`src/hdl/tbst_pkg.sv`:
```
// ----------------------------------------------------------------------------
// Taken-branch skip table package
// Shared widths, the table entry layout and the index and tag functions.
// ----------------------------------------------------------------------------
package tbst_pkg;

  localparam int TABLE_ENTRIES = 128;
  localparam int IDX_W         = $clog2(TABLE_ENTRIES);
  localparam int ADDR_W        = 48;
  localparam int TAG_W         = 8;
  localparam int CNT_W         = 2;

  localparam logic [CNT_W-1:0] CNT_MAX = CNT_W'(3);

  typedef enum logic {
    CMD_LOOKUP = 1'b0,
    CMD_UPDATE = 1'b1
  } cmd_t;

  typedef struct packed {
    logic [TAG_W-1:0]  tag;
    logic              active;
    logic [CNT_W-1:0]  count;
    logic [ADDR_W-1:0] target;
    logic [ADDR_W-1:0] end_addr;
  } entry_t;

  typedef struct packed {
    logic             en;
    logic [IDX_W-1:0] idx;
    entry_t           data;
  } wr_req_t;

  typedef struct packed {
    cmd_t              cmd;
    logic [ADDR_W-1:0] pc;
    logic              taken;
    logic [ADDR_W-1:0] taken_target;
    logic [ADDR_W-1:0] end_pc;
  } item_t;

  // The slot comes from pc bits 8:2; the table size is a power of two.
  function automatic logic [IDX_W-1:0] slot_of(input logic [ADDR_W-1:0] pc);
    logic [6:0] raw;
    raw = pc[8:2];
    return IDX_W'(raw);
  endfunction

  function automatic logic [TAG_W-1:0] tag_of(input logic [ADDR_W-1:0] pc);
    return pc[17:10] ^ pc[27:20];
  endfunction

endpackage

```
`src/hdl/tbst_train.sv`:
```
// ----------------------------------------------------------------------------
// Taken-branch skip table training logic
// Decides the entry write-back, the hit report and the new skip flag.
// ----------------------------------------------------------------------------
module tbst_train (
  input  tbst_pkg::item_t   item,
  input  tbst_pkg::entry_t  entry,
  input  logic              skip_cur,
  output tbst_pkg::wr_req_t wr,
  output logic              prevent_hit,
  output logic              skip_nxt
);
  import tbst_pkg::*;

  logic [TAG_W-1:0] tag;
  logic             hit;
  logic [CNT_W-1:0] cnt_inc;

  assign tag     = tag_of(item.pc);
  assign hit     = (entry.tag == tag);
  assign cnt_inc = (entry.count == CNT_MAX) ? CNT_MAX : entry.count + CNT_W'(1);

  always_comb begin
    wr.en       = 1'b0;
    wr.idx      = slot_of(item.pc);
    wr.data     = entry;
    prevent_hit = 1'b0;
    skip_nxt    = skip_cur;

    unique case (item.cmd)
      CMD_LOOKUP: begin
        prevent_hit = hit && entry.active;
      end
      CMD_UPDATE: begin
        if (item.taken) begin
          priority if (!hit) begin
            wr.en            = 1'b1;
            wr.data.tag      = tag;
            wr.data.active   = 1'b0;
            wr.data.count    = '0;
            wr.data.target   = item.taken_target;
            wr.data.end_addr = item.end_pc;
            skip_nxt         = 1'b0;
          end else if (!entry.active) begin
            wr.en         = 1'b1;
            wr.data.count = cnt_inc;
            if (cnt_inc == CNT_MAX) begin
              wr.data.active = 1'b1;
              skip_nxt       = 1'b1;
            end else begin
              skip_nxt = 1'b0;
            end
          end else if (entry.count != CNT_MAX) begin
            wr.en         = 1'b1;
            wr.data.count = cnt_inc;
            skip_nxt      = 1'b1;
          end else begin
            // Saturated active entry: table and skip flag stay as they are.
            wr.en = 1'b0;
          end
        end else begin
          if (hit) begin
            wr.en = 1'b1;
            if (entry.active && entry.count == CNT_MAX) begin
              wr.data.count = '0;
            end else begin
              wr.data.tag = '0;
            end
          end
          skip_nxt = 1'b0;
        end
      end
      default: begin
        wr.en = 1'b0;
      end
    endcase
  end

endmodule

```
`config.mk`:
```
export PLATFORM = sky130hd
export DESIGN_NAME = tbst_train
export DESIGN_NICKNAME = d
export VERILOG_FILES = /design/src/hdl/tbst_pkg.sv /design/src/hdl/tbst_train.sv
export SDC_FILE = /design/constraint.sdc
export NUM_CORES = 1
export LEC_CHECK = 0
export BUFFER_PORTS_ARGS = -buffer_cell sky130_fd_sc_hd__clkbuf_2
export CAP_MARGIN = 20
export CORE_AREA = 2 2 143 145
export DETAILED_ROUTE_END_ITERATION = 7
export DIE_AREA = 0 0 145 147
export GPL_TIMING_DRIVEN = 0
export PLACE_DENSITY = 0.5
export SYNTH_ARGS = -nofsm -noshare
export SYNTH_HDL_FRONTEND = slang
export SYNTH_SLANG_ARGS = --single-unit
```
`constraint.sdc`:
```
create_clock -name vclk -period 2.1
set_clock_uncertainty 0.05 [all_clocks]
set_input_delay 0 -clock vclk [all_inputs]
set_output_delay 0 -clock vclk [all_outputs]
set_load 0.01 [all_outputs]
```
==> run metrics, run 1 <==
status finished clean; fin worst setup slack between 0.1 and 0.15 ns; post-synthesis instance total about 200; drt wl/cell ~12 um; Antenna Cells 0; Seq pwr share 0%; Sw Ratio a little under half; vias per cell 3.60; Worst Setup SP item[121]; RD Place Congestion between 0.7 and 0.8; switching power between 0.3 and 0.4 mW; count of cell types in the netlist 31; storage element area 0 um^2; Die H about 150 um; port buffer count around 340; Synth Cell Area around 0.0019 mm^2; Die X 145 um; Hold Violations, Final 0; Row Count between 50 and 60; Worst Path Class, Setup primary input to output port; max-slew violation count 0; leakage ~2.2 nW; First DRT Iteration DRCs 63; initial core utilization under 10%; largest net degree at the start of global routing 11; largest fanout on the critical path 10; first-pass GRT wire length 14200 um; drt pass-1 iters 4; Post-Syn Area per Cell just over 9 um^2; grt ovf 0; CP endpoint kind output port; CLK BUF 0; Comb power frac between 90% and 100%; post-synth top area share 33.5%; Ports between 300 and 400; YS warnings 0; synth cell count leaders mux2_2, mux2_1, a21oi_1, nor3_1; initial antenna violation count 0; Area growth syn-to-layout 111%; dpl hpwl between 9000 and 10000 um; # setup viols final 0; hold_ws 0.138 ns; Period minus WS final ~2.0 ns; global-route usage over all layers just over 8%; register area share after synthesis 0%; Finished Core Util 20.0%; internal power between 0.4 and 0.5 mW; power per cell area roughly 220 mW/mm^2; via count about 2900; post-route ant nets 0; final worst-path cycle share roughly 94%; core area around 0.020 mm^2; synth top area cells mux2_2, mux2_1, xnor3_1; hold_buf cts 0; FFs & Latches 0; relative slew slack about 62%; syn_nets 458; NumNets Final approximately 800; critical path launch point type primary input; DRC viols 0; most common cell in the netlist mux2_2; Worst EP required 2.05 ns; Clock Power Share 0%; crit path DAT between 1.5 and 2 ns; Peak VDD IR 61.1 uV; Place WS -0.257 ns; final WL approximately 10000 um; Max-Cap Viols 0; Tot Pwr about 0.88 mW; largest area contributor in the synthesized netlist mux2_2; worst slew pin tran roughly 0.56 ns; Hold/Removal Path Class primary input to output port; RSZ-0062 raised after global routing no; Non-Filler Instances 815; Setup crit end wr[72]; die area 0.0213 mm^2; hold-critical path depth 2; vias in the first global route about 2700; fmax about 510 MHz; dpl cells just over 800; share of layout cells above drive strength 1 around three quarters
==> cell type report <==
class,count,area [um^2]
multi-input cells,178,1730
well taps,270,338
inverters,2,7.51
fillers,2228,15900
repair buffers,341,1730
plain buffers,24,165
==> repair_timing <==
| item | in CTS | in global routing |
|---|---|---|
| buffers inserted | 2 | 1 |
| pin swaps | 2 | 0 |
| setup endpoints to repair | 96 | 12 |
| gates resized for setup | 2 | 3 |
==> placed cells by master (no fill, tap or decap) <==
cell	netlist	final
nand3b_1	1	1
a21boi_0	1	1
and2_1	1	1
a21oi_1	12	12
xor3_1	1	1
nor3_1	12	12
buf_6	4	4
buf_8	0	1
nor2_1	8	8
nand4b_4	1	1
a21o_1	1	1
nand3_1	1	1
xnor3_1	7	7
a211oi_1	2	2
xnor2_1	8	8
o31ai_1	1	1
clkbuf_2	0	339
o21ai_4	0	1
mux2_2	56	56
o2111ai_1	1	1
inv_1	2	2
buf_2	5	5
o21ai_0	1	1
nand4_1	3	3
buf_12	0	1
and4b_1	1	1
mux2_1	40	40
buf_4	8	9
nor4_4	0	1
clkbuf_1	6	6
nand2_1	8	8
and4_1	2	2
nor4_1	7	7
==> metal layers <==
layer / GRT usage (%) / wire length (um)
met1: 9.85 / 3860
met2: 15.3 / 5140
met3: 1.37 / 861
met4: 1.09 / 146
met5: 0 / 0
==> power by group through the flow <==
| stage | combinational, mW | clock, mW | sequential, mW |
|---|---|---|---|
| 2_1_floorplan | 0.430 | 0 | 0 |
| 3_3_place_gp | 0.866 | 0 | 0 |
| 3_5_place_dp | 0.868 | 0 | 0 |
| 4_1_cts | 0.882 | 0 | 0 |
| 5_1_grt | 0.946 | 0 | 0 |
| 6_report | 0.875 | 0 | 0 |
==> cell families after synthesis <==
family          after synthesis  share of synthesized area, %
simple gates                 46                          14.1
xor+xnor                     16                          13.4
buf+inv                      26                          8.71
mux                          96                          57.4
compound gates               20                          6.38
==> how the worst min path moves through the flow <==
stage	start	endpoint	slack, ns
floorplan	item[96]	wr[114]	0.03
global placement	item[105]	wr[113]	0.14
detailed placement	item[102]	wr[110]	0.14
CTS	item[102]	wr[110]	0.14
global route	item[102]	wr[110]	0.15
finish	item[100]	wr[108]	0.14
==> per-stage QoR <==
step           area [um^2]  TNS [ns]
5_1_grt               3970         0
3_5_place_dp          3910    -11.67
3_3_place_gp          3910    -11.53
6_report              3970         0
2_1_floorplan         1880         0
4_1_cts               3950         0
==> critical path, cell delays in order <==
cell      delay, ns
clkbuf_2       0.10
xor3_1         0.44
nand4b_4       0.22
o21ai_4        0.19
buf_12         0.14
buf_8          0.15
buf_6          0.16
mux2_1         0.37
clkbuf_2       0.15
(Power assumes the default switching activity.)
==> run 2: changes to the inputs <==
Settings changed: RECOVER_POWER set to 25.
==> run metrics, run 2 (same netlist as run 1, synthesis figures left out) <==
Antenna Cells 0 (unchanged); Peak VDD IR 59.7 uV (-2.3%); final WL 10000 um (about the same); final worst-path cycle share 93.7% (-0.24 points); global-route usage over all layers 8.10% (unchanged); RSZ-0062 raised after global routing no; worst slew pin tran 0.567 ns (+0.00361 ns); via count 2935 (+0.17%); Finished Core Util 19.9% (-0.13 points); max-slew violation count 0 (unchanged); Area growth syn-to-layout 110%; Hold Violations, Final 0 (unchanged); most frequent cells in the layout clkbuf_2, mux2_2, mux2_1; area of the multi-input gates 0.00173 mm^2 (unchanged); Row Count 52 (unchanged); commonest non-fill, non-tap cell in the layout clkbuf_2; die area 0.0213 mm^2 (unchanged); Setup TNS 0 ns (unchanged); leakage 2.12 nW (-2.8%); CLK BUF 0 (unchanged); status finished clean; CP endpoint kind output port; port buffer count 338 (unchanged); fin worst setup slack 0.133 ns (+0.00502 ns); DRC viols 0 (unchanged); Worst EP required 2.05 ns (about the same); critical path launch point type primary input; initial core utilization 9.48% (unchanged); Ports 371 (unchanged); Period minus WS final 1.97 ns (-0.00502 ns); Worst Path Class, Setup primary input to output port; largest net degree at the start of global routing 11 (unchanged); Sw Ratio 45.8% (+0.38 points); storage element area 0 um^2 (unchanged); internal power 0.470 mW (-1.6%); vias in the first global route 2739 (unchanged); fillcell total 2239 (+0.49%); vias per cell 3.60 (+0.17%); Clock Power Share 0% (unchanged); RD Place Congestion 0.733 (unchanged); Place WS -0.257 ns (unchanged); # setup viols final 0 (unchanged); share of layout cells above drive strength 1 72.7% (-4.0 points); grt ovf 0 (unchanged); fmax 508 MHz (+0.26%); drt pass-1 iters 4 (unchanged); Die H 147 um (unchanged); core area 0.0198 mm^2 (unchanged); Max-Cap Viols 0 (unchanged); dpl hpwl 9150 um (unchanged); Die X 145 um (unchanged); power per cell area 220 mW/mm^2 (-0.26%); relative slew slack 61.9% (-0.24 points); FFs & Latches 0 (unchanged); post-route ant nets 0 (unchanged); first-pass GRT wire length 14200 um (unchanged); largest fanout on the critical path 10 (unchanged); drt wl/cell 12.3 um (about the same); crit path DAT 1.92 ns (about the same); First DRT Iteration DRCs 67 (+6.3%); Comb power frac 100.0% (about the same); Hold/Removal Path Class primary input to output port; NumNets Final 801 (unchanged); initial antenna violation count 0 (unchanged); switching power 0.397 mW (about the same); hold_buf cts 0 (unchanged); Seq pwr share 0% (unchanged)
[run 2: per-stage QoR]
| step | instances | area, um^2 | hold WS, ns | total power, mW |
|---|---|---|---|---|
| floorplan | 204 | 1880 | 0.0332 | 0.430 |
| global placement | 812 | 3910 | 0.139 | 0.866 |
| detailed placement | 812 | 3910 | 0.140 | 0.868 |
| CTS | 814 | 3950 | 0.140 | 0.882 |
| global route | 815 | 3950 | 0.171 | 0.939 |
| finish | 815 | 3950 | 0.162 | 0.867 |
[run 2: path summary, 6_finish.rpt]
path	from	endpoint	slack (ns)	cells after the start
max	item[121]	wr[89]	0.13	9
min	item[100]	wr[108]	0.16	2
[run 2: layer usage]
| layer | track usage (%) | vias up | part of all wire, % | wire length (um) |
|---|---|---|---|---|
| met5 | 0 | - | 0 | 0 |
| met4 | 1.09 | 0 | 1.5 | 146 |
| met3 | 1.37 | 10 | 8.4 | 839 |
| met2 | 15.3 | 191 | 51 | 5140 |
| met1 | 9.85 | 1288 | 39 | 3880 |
| li1 | - | 1446 | - | - |
[run 2: power by group through the flow]
| stage | sequential, mW | clock, mW | combinational, mW |
|---|---|---|---|
| 2_1_floorplan | 0 | 0 | 0.430 |
| 3_3_place_gp | 0 | 0 | 0.866 |
| 3_5_place_dp | 0 | 0 | 0.868 |
| 4_1_cts | 0 | 0 | 0.882 |
| 5_1_grt | 0 | 0 | 0.939 |
| 6_report | 0 | 0 | 0.867 |
[run 2: area by class of cell]
class	count	share of cell area (%)
buffer	24	4.19
inverter	2	0.190
multi-input combinational	178	43.9
tap	270	8.56
timing repair buffer	341	43.1
[run 2: worst max-delay path: stages]
cell and delay [ns]:
clkbuf_2 0.10, xor3_1 0.44, nand4b_4 0.22, o21ai_4 0.19
buf_12 0.14, buf_8 0.15, buf_6 0.16, mux2_1 0.36
clkbuf_2 0.15
[run 2: timing repair]
action,4_1_cts,5_1_grt
buffers inserted,2,1
pin swaps,2,0
setup endpoints to repair,96,12
resized for setup,2,3
